===== config.mk =====
export PLATFORM = sky130hd
export DESIGN_NAME = display_command_framer
export DESIGN_NICKNAME = d
export VERILOG_FILES = /design/src/dcf_pkg.sv /design/src/display_command_framer.sv /design/src/dcf_front.sv /design/src/dcf_queue.sv /design/src/dcf_back.sv
export SDC_FILE = /design/constraint.sdc
export NUM_CORES = 2
export LEC_CHECK = 0
export BUFFER_PORTS_ARGS = -buffer_cell sky130_fd_sc_hd__buf_2
export CORE_MARGIN = 2
export CORE_UTILIZATION = 40
export DETAILED_ROUTE_END_ITERATION = 6
export SLEW_MARGIN = 0
export SYNTH_ARGS = -nofsm -noshare
export SYNTH_HDL_FRONTEND = slang
export SYNTH_SLANG_ARGS = --single-unit
export TNS_END_PERCENT = 20

===== constraint.sdc =====
create_clock -name clk -period 11.3 [get_ports clk]
set_input_delay 1.13 -clock clk [delete_from_list [all_inputs] [get_ports clk]]
set_output_delay 1.13 -clock clk [all_outputs]
set_load 0.1 [all_outputs]

===== src/dcf_pkg.sv =====
`default_nettype none
// ----------------------------------------------------------------------------
// dcf_pkg: shared types and constants of the display command framer
// Command length table, queue geometry and the entry and control structs
// that pass between the front end, the word queue and the back end.
// ----------------------------------------------------------------------------
package dcf_pkg;

    localparam int MAX_COMMAND_WORDS = 44;
    localparam int WORD_W            = 32;
    localparam int OPCODE_W          = 6;
    localparam int OPCODE_LSB        = 24;
    localparam int COUNT_W           = 6;

    localparam logic [OPCODE_W-1:0] FIRST_FORWARDED = 6'h08;
    localparam logic [OPCODE_W-1:0] FULL_SYNC       = 6'h29;
    localparam logic [COUNT_W-1:0]  MAX_WORDS       = COUNT_W'(MAX_COMMAND_WORDS);

    // Ring between front and back; must hold at least one whole command.
    localparam int RING_DEPTH = 64;
    localparam int RING_AW    = $clog2(RING_DEPTH);
    localparam int PTR_W      = RING_AW + 1;

    localparam logic [COUNT_W-1:0] LEN_TABLE [0:63] = '{
        6'd2,  6'd2,  6'd2,  6'd2,  6'd2,  6'd2,  6'd2,  6'd2,
        6'd8,  6'd12, 6'd24, 6'd28, 6'd24, 6'd28, 6'd40, 6'd44,
        6'd2,  6'd2,  6'd2,  6'd2,  6'd2,  6'd2,  6'd2,  6'd2,
        6'd2,  6'd2,  6'd2,  6'd2,  6'd2,  6'd2,  6'd2,  6'd2,
        6'd2,  6'd2,  6'd2,  6'd2,  6'd4,  6'd4,  6'd2,  6'd2,
        6'd2,  6'd2,  6'd2,  6'd2,  6'd2,  6'd2,  6'd2,  6'd2,
        6'd2,  6'd2,  6'd2,  6'd2,  6'd2,  6'd2,  6'd2,  6'd2,
        6'd2,  6'd2,  6'd2,  6'd2,  6'd2,  6'd2,  6'd2,  6'd2
    };

    typedef struct packed {
        logic [WORD_W-1:0]   word;
        logic [OPCODE_W-1:0] opcode;
        logic                last;
        logic                sync;
    } dcf_entry_t;

    // Front end to queue: one write per accepted word, plus end-of-command verdict.
    typedef struct packed {
        logic wr_en;
        logic commit;
        logic drop;
    } dcf_wr_ctl_t;

endpackage : dcf_pkg
`default_nettype wire


===== src/display_command_framer.sv =====
`default_nettype none
// ----------------------------------------------------------------------------
// display_command_framer: frames a command-word stream into whole commands
// Command words are accepted one per cycle while the ring is not full,
// tagged and written into a 64-entry word ring. A forwarded command
// (opcode 8 and up) becomes visible to the output side on the cycle after
// its last word is taken and is emitted one word per cycle while the
// output is ready; silent commands leave no trace. Input stalls only while
// the ring holds 64 words not yet read out to the back end, so without
// output back-pressure the sustained rate is one word per cycle on each
// side, set by the single write and single read port of the ring.
// ----------------------------------------------------------------------------
module display_command_framer (
    input  wire logic                              clk,
    input  wire logic                              rst_n,
    input  wire logic                              in_valid,
    output logic                                   in_ready,
    input  wire logic [dcf_pkg::WORD_W-1:0]        command_word,
    output logic                                   out_valid,
    input  wire logic                              out_ready,
    output logic [dcf_pkg::WORD_W-1:0]             out_word,
    output logic [dcf_pkg::OPCODE_W-1:0]           out_opcode,
    output logic                                   out_last,
    output logic                                   sync_interrupt
);

    dcf_pkg::dcf_wr_ctl_t wr_ctl;
    dcf_pkg::dcf_entry_t  wr_entry;
    dcf_pkg::dcf_entry_t  rd_data;
    dcf_pkg::dcf_entry_t  out_entry;
    logic                 queue_full;
    logic                 rd_en;
    logic                 rd_avail;

    dcf_front u_front (
        .clk          (clk),
        .rst_n        (rst_n),
        .in_valid     (in_valid),
        .in_ready     (in_ready),
        .command_word (command_word),
        .queue_full   (queue_full),
        .wr_ctl       (wr_ctl),
        .wr_entry     (wr_entry)
    );

    dcf_queue u_queue (
        .clk      (clk),
        .rst_n    (rst_n),
        .wr_ctl   (wr_ctl),
        .wr_entry (wr_entry),
        .full     (queue_full),
        .rd_en    (rd_en),
        .rd_avail (rd_avail),
        .rd_data  (rd_data)
    );

    dcf_back u_back (
        .clk       (clk),
        .rst_n     (rst_n),
        .rd_avail  (rd_avail),
        .rd_data   (rd_data),
        .rd_en     (rd_en),
        .out_valid (out_valid),
        .out_ready (out_ready),
        .out_entry (out_entry)
    );

    assign out_word       = out_entry.word;
    assign out_opcode     = out_entry.opcode;
    assign out_last       = out_entry.last;
    assign sync_interrupt = out_entry.sync;

endmodule : display_command_framer
`default_nettype wire


===== src/dcf_front.sv =====
`default_nettype none
// ----------------------------------------------------------------------------
// dcf_front: command word intake and classification
// Tracks the position inside the current command, decodes the opcode and
// length from the first word, tags each word and decides commit or drop.
// ----------------------------------------------------------------------------
module dcf_front (
    input  wire logic                         clk,
    input  wire logic                         rst_n,
    input  wire logic                         in_valid,
    output logic                              in_ready,
    input  wire logic [dcf_pkg::WORD_W-1:0]   command_word,
    input  wire logic                         queue_full,
    output dcf_pkg::dcf_wr_ctl_t              wr_ctl,
    output dcf_pkg::dcf_entry_t               wr_entry
);

    logic [dcf_pkg::COUNT_W-1:0]  held_reg, held_next;
    logic [dcf_pkg::COUNT_W-1:0]  need_reg, need_next;
    logic [dcf_pkg::OPCODE_W-1:0] op_reg, op_next;

    logic                         accept;
    logic                         first;
    logic [dcf_pkg::OPCODE_W-1:0] opcode;
    logic [dcf_pkg::COUNT_W-1:0]  length;
    logic [dcf_pkg::COUNT_W-1:0]  count;
    logic                         last;

    assign in_ready = !queue_full;
    assign accept   = in_valid && in_ready;
    assign first    = (held_reg == '0);

    always_comb
    begin
        opcode = first ? command_word[dcf_pkg::OPCODE_LSB +: dcf_pkg::OPCODE_W] : op_reg;
        length = first ? dcf_pkg::LEN_TABLE[opcode] : need_reg;
        count  = held_reg + 1'b1;
        // Close at the table length, or at the buffer bound.
        last   = (count == length) || (count == dcf_pkg::MAX_WORDS);

        wr_entry.word   = command_word;
        wr_entry.opcode = opcode;
        wr_entry.last   = last;
        wr_entry.sync   = last && (opcode == dcf_pkg::FULL_SYNC);

        wr_ctl.wr_en  = accept;
        wr_ctl.commit = accept && last && (opcode >= dcf_pkg::FIRST_FORWARDED);
        wr_ctl.drop   = accept && last && (opcode <  dcf_pkg::FIRST_FORWARDED);

        held_next = held_reg;
        need_next = need_reg;
        op_next   = op_reg;
        if (accept)
        begin
            held_next = last ? '0 : count;
            need_next = last ? '0 : length;
            op_next   = opcode;
        end
    end

    always_ff @(posedge clk or negedge rst_n)
    begin
        if (!rst_n)
        begin
            held_reg <= '0;
            need_reg <= '0;
            op_reg   <= '0;
        end
        else
        begin
            held_reg <= held_next;
            need_reg <= need_next;
            op_reg   <= op_next;
        end
    end

endmodule : dcf_front
`default_nettype wire


===== src/dcf_queue.sv =====
`default_nettype none
// ----------------------------------------------------------------------------
// dcf_queue: word ring between front and back
// Words are written at the write pointer; a forwarded command becomes
// visible to the back end when committed, a silent one is rewound away.
// ----------------------------------------------------------------------------
module dcf_queue (
    input  wire logic                 clk,
    input  wire logic                 rst_n,
    input  dcf_pkg::dcf_wr_ctl_t      wr_ctl,
    input  dcf_pkg::dcf_entry_t       wr_entry,
    output logic                      full,
    input  wire logic                 rd_en,
    output logic                      rd_avail,
    output dcf_pkg::dcf_entry_t       rd_data
);

    dcf_pkg::dcf_entry_t ring_mem [dcf_pkg::RING_DEPTH];
    dcf_pkg::dcf_entry_t rd_data_reg;

    logic [dcf_pkg::PTR_W-1:0] wr_ptr_reg, wr_ptr_next;
    logic [dcf_pkg::PTR_W-1:0] cm_ptr_reg, cm_ptr_next;
    logic [dcf_pkg::PTR_W-1:0] rd_ptr_reg, rd_ptr_next;
    logic [dcf_pkg::PTR_W-1:0] used;

    assign used     = wr_ptr_reg - rd_ptr_reg;
    assign full     = (used == dcf_pkg::PTR_W'(dcf_pkg::RING_DEPTH));
    assign rd_avail = (rd_ptr_reg != cm_ptr_reg);
    assign rd_data  = rd_data_reg;

    always_comb
    begin
        wr_ptr_next = wr_ptr_reg;
        cm_ptr_next = cm_ptr_reg;
        rd_ptr_next = rd_ptr_reg;
        if (wr_ctl.wr_en)
        begin
            wr_ptr_next = wr_ptr_reg + 1'b1;
        end
        if (wr_ctl.commit)
        begin
            cm_ptr_next = wr_ptr_reg + 1'b1;
        end
        // Silent command: discard its words
        if (wr_ctl.drop)
        begin
            wr_ptr_next = cm_ptr_reg;
        end
        if (rd_en)
        begin
            rd_ptr_next = rd_ptr_reg + 1'b1;
        end
    end

    always_ff @(posedge clk or negedge rst_n)
    begin
        if (!rst_n)
        begin
            wr_ptr_reg <= '0;
            cm_ptr_reg <= '0;
            rd_ptr_reg <= '0;
        end
        else
        begin
            wr_ptr_reg <= wr_ptr_next;
            cm_ptr_reg <= cm_ptr_next;
            rd_ptr_reg <= rd_ptr_next;
        end
    end

    always_ff @(posedge clk)
    begin
        if (wr_ctl.wr_en)
        begin
            ring_mem[wr_ptr_reg[dcf_pkg::RING_AW-1:0]] <= wr_entry;
        end
        if (rd_en)
        begin
            rd_data_reg <= ring_mem[rd_ptr_reg[dcf_pkg::RING_AW-1:0]];
        end
    end

`ifndef SYNTHESIS
    a_no_overfill: assert property (@(posedge clk) disable iff (!rst_n)
        used <= dcf_pkg::PTR_W'(dcf_pkg::RING_DEPTH))
        else $error("word ring holds more than its depth");

    a_commit_in_range: assert property (@(posedge clk) disable iff (!rst_n)
        (cm_ptr_reg - rd_ptr_reg) <= used)
        else $error("commit pointer outside the filled region");

    a_read_committed: assert property (@(posedge clk) disable iff (!rst_n)
        rd_en |-> rd_avail && !(wr_ctl.wr_en && full))
        else $error("read of uncommitted entry or write into full ring");
`endif

endmodule : dcf_queue
`default_nettype wire


===== src/dcf_back.sv =====
`default_nettype none
// ----------------------------------------------------------------------------
// dcf_back: result emission
// Fetches committed words from the ring and keeps them in a two-entry
// output buffer, so that fetching continues while a result waits.
// ----------------------------------------------------------------------------
module dcf_back (
    input  wire logic                  clk,
    input  wire logic                  rst_n,
    input  wire logic                  rd_avail,
    input  dcf_pkg::dcf_entry_t        rd_data,
    output logic                       rd_en,
    output logic                       out_valid,
    input  wire logic                  out_ready,
    output dcf_pkg::dcf_entry_t        out_entry
);

    logic [1:0] occ_reg, occ_next;
    logic       inflight_reg;
    dcf_pkg::dcf_entry_t e0_reg, e0_next;
    dcf_pkg::dcf_entry_t e1_reg, e1_next;

    logic       pop;
    logic       push;
    logic [1:0] occ_after;
    logic [1:0] committed_slots;

    assign out_valid       = (occ_reg != 2'd0);
    assign out_entry       = e0_reg;
    assign pop             = out_valid && out_ready;
    assign push            = inflight_reg;
    assign occ_after       = occ_reg - {1'b0, pop};
    assign committed_slots = occ_after + {1'b0, inflight_reg};
    assign rd_en           = rd_avail && (committed_slots < 2'd2);

    always_comb
    begin
        occ_next = occ_reg;
        e0_next  = e0_reg;
        e1_next  = e1_reg;
        case ({pop, push})
            2'b11:
            begin
                if (occ_reg == 2'd1)
                begin
                    e0_next = rd_data;
                end
                else
                begin
                    e0_next = e1_reg;
                    e1_next = rd_data;
                end
            end
            2'b10:
            begin
                e0_next  = e1_reg;
                occ_next = occ_reg - 2'd1;
            end
            2'b01:
            begin
                if (occ_reg == 2'd0)
                begin
                    e0_next = rd_data;
                end
                else
                begin
                    e1_next = rd_data;
                end
                occ_next = occ_reg + 2'd1;
            end
            default:
            begin
                occ_next = occ_reg;
            end
        endcase
    end

    always_ff @(posedge clk or negedge rst_n)
    begin
        if (!rst_n)
        begin
            occ_reg      <= '0;
            inflight_reg <= 1'b0;
        end
        else
        begin
            occ_reg      <= occ_next;
            inflight_reg <= rd_en;
        end
    end

    always_ff @(posedge clk)
    begin
        e0_reg <= e0_next;
        e1_reg <= e1_next;
    end

`ifndef SYNTHESIS
    a_credit_bound: assert property (@(posedge clk) disable iff (!rst_n)
        ({1'b0, occ_reg} + {2'b0, inflight_reg}) <= 3'd2)
        else $error("output buffer credit exceeded");

    a_push_has_room: assert property (@(posedge clk) disable iff (!rst_n)
        (push && occ_reg == 2'd2) |-> pop)
        else $error("fetched word arrives at a full output buffer");

    a_valid_drops_on_pop: assert property (@(posedge clk) disable iff (!rst_n)
        $fell(out_valid) |-> $past(pop))
        else $error("result withdrawn without being taken");
`endif

endmodule : dcf_back
`default_nettype wire


==> impl_metrics.tcl <==
set metrics [dict create \
    outcome "completed" \
    hpwl_mm 141 \
    cts.sinks 2722 \
    crit_path_max_fanout 89 \
    die_x_um 515 \
    final_area_um2 119000 \
    cp-end-kind "register" \
    p_sw_uw 9720 \
    cts_root_buf "clkbuf_16" \
    setup-tns-final_ps 0 \
    drc_errors 0 \
    crit_arrival_ps 6610 \
    io_buffers 77 \
    gp_congestion 0.804 \
    critPathSlowestCell "dfrtp_4" \
    cts_max_level 5 \
    drive_gt1_frac 0.325 \
    peakVddDrop_mv 0.423 \
    cellPowerDensity_nw_per_um2 261 \
    holdCritPathClass "input port to asynchronous set/reset pin" \
    fin_crit_sh 0.531 \
    min_period_ps 6000 \
    start_util 0.402 \
    cts_made_buffers 299 \
    sw_frac_of_total 0.313 \
    cts_tree "built" \
    cp_cell_sequence "buf_12 > buf_4 > buf_4 > buf_4 > mux4_2 > mux4_2 > mux4_2" \
    cts_resized 0 \
    synth_top_area_frac 0.771 \
    fillers 21000 \
    cp_num_buf_inv 4 \
    drt-wirelength-per-cell_um 32.6 \
    relSlewSlack 0.210 \
    syn_area_per_cell_um2 24.6 \
    hold_viol 0 \
    drtIter0Drc 6102 \
    max_cap_viol_count 0 \
    largest_reg_flops 2560 \
    required_ps 11910 \
    synth-seq-area-share 0.781 \
    placed_area_um2 110000 \
    gr-usage-all-layers 0.200 \
    gr-total-overflow 0 \
    worst_slew_pin_slew_ps 1190 \
    wirelength_mm 265 \
    drtPass1Iterations 5 \
    final-setup-viol-count 0 \
    pin_count 78 \
    antenna_left 0 \
    synthFlopType "edfxtp_1" \
    syn_inst 4248 \
    cp_top_family "buffers and inverters" \
    ys_ff_latch 2722 \
    grt_first_pass_wirelength_mm 375 \
    synth_cell_type_count 59 \
    first_global_vias 48600 \
    syn_nets 4302 \
    drv_slew 0 \
    clk-insertion-delay-late_ps 930 \
    die_area_um2 265000 \
    p_seq_frac 0.410 \
    synth_area_leaders "edfxtp_1 (77%), mux4_2 (18%), dfrtp_1 (1.0%), clkbuf_1 (0.63%), mux2i_1 (0.47%)" \
    nNetsFinal 4591 \
    vias 48000 \
    num_rows 187 \
    dieHeight_um 515 \
    netlist_area_um2 104000 \
    clk_pin_slew_ps 60 \
    yosysWarnings 0 \
    p_leak_uw 0.0368 \
    clockPowerShare 0.290 \
    critPathKind "register to register" \
    max_freq_mhz 167 \
    p_int_uw 21300 \
    holdBufCountCts 0 \
    grt_max_degree 154 \
    rsz0062_at_grt "false" \
    share_comb_of_total_power 0.299 \
    core_um2 259000 \
    yosys.area.top_type "edfxtp_1" \
    antenna_found_initial 14 \
    cts_setup_buffers 0 \
    critPathMaxStageDelay_ps 830 \
    cts.path.max_buffers 4 \
    critPathLaunchType "register" \
    synthArstFlopShare 0.0154 \
    synth_edf_count 2680 \
    via_per_inst 5.90 \
    skew_ps 71.6 \
    area_delta_synth_final_pct 13.7 \
]
-- routing by layer --
layer	wire length, um	vias to the layer above	GRT usage
met4	6580	6	0.0542
met1	110000	26600	0.283
met3	18100	394	0.0313
li1	-	19100	-
met5	45	-	0
met2	131000	1962	0.325
-- stage by stage --
stage                     hold WS, ps   util  total power (uW)  std cells  setup WS, ps
final                             307  0.457             31000       8142          5300
after global routing              298  0.457             32200       8140          4730
after CTS                         269  0.457             31400       8139          5060
after detailed placement          472  0.423             22400       7638          5100
after global placement            462  0.423             22300       7638          5160
after floorplan                   446      -             19100       4248          2930
-- power groups by stage --
stage,Sequential (uW),Clock [uW],Combinational [uW]
final,12700,9010,9290
after global routing,12800,9560,9830
after global placement,12900,0,9400
after floorplan,13200,0,5870
after CTS,12700,9170,9470
after detailed placement,12900,0,9450
-- final cells by class --
cell class | count | area, um2 | area share
Sequential cell | 2722 | 81500 | 0.687
Multi-Input combinational cell | 1261 | 22300 | 0.188
Clock buffer | 366 | 7840 | 0.0661
Tap cell | 3402 | 4260 | 0.0359
Timing Repair Buffer | 219 | 1530 | 0.0129
Clock inverter | 135 | 1040 | 0.00875
Inverter | 34 | 140 | 0.00118
Antenna cell | 3 | 7.51 | 0.0000632
-- cells in the final DEF (no fill, tap or decap), types with 48 or more instances in the layout --
cell type	instances
clkbuf_1	62
clkinv_2	48
clkbuf_16	304
clkinv_1	52
buf_4	136
mux4_2	840
edfxtp_1	2680
buf_2	77
mux2i_1	49
a21oi_1	49
-- cell usage after synthesis, drive strengths merged (2+ instances only) --
master     n
o21ai     22
a21o       2
mux2       7
nand3     21
nor2      44
nand2     46
buf       56
o21a       2
nor4      34
clkbuf   175
nand4      4
o22ai      5
inv       33
ha        18
a221oi    40
nor3       4
xor2      10
or3        2
nor2b      4
edfxtp  2680
o211ai     2
or4        3
a22oi      5
dfrtp     42
a21oi     51
xnor2     21
nor3b      2
mux2i     49
nand2b     4
o31ai      3
mux4     840
-- final timing paths --
check,startpoint,end,slack [ps],cells after the start
worst max-delay path,u_queue.rd_ptr_reg[0],u_queue.rd_data[13],5300,7
worst min-delay path,rst_n,u_back.occ_reg[1],310,2
worst max register to register,u_queue.rd_ptr_reg[0],u_queue.rd_data[13],5300,7
worst min register to register,u_queue.rd_data[6],u_back.e1_reg[6],480,0
max in group asynchronous,rst_n,u_queue.rd_ptr_reg[4],10410,2
min in group clk,u_queue.rd_data[6],u_back.e1_reg[6],480,0
-- cell families (layout without fill, tap and decap cells) --
| family | Yosys count | in the layout | synth area share |
|---|---|---|---|
| AOI/OAI and AO/OA | 142 | 142 | 0.00904 |
| xor gates and xnor gates | 31 | 31 | 0.00260 |
| adders and majority gates | 18 | 18 | 0.00216 |
| buffers and inverters | 265 | 754 | 0.00973 |
| DFF | 2722 | 2722 | 0.781 |
| muxes | 896 | 896 | 0.187 |
| other | 0 | 3 | 0 |
| and+or+nand+nor | 174 | 174 | 0.00864 |
No activity file was read; power rests on OpenSTA's default activity.
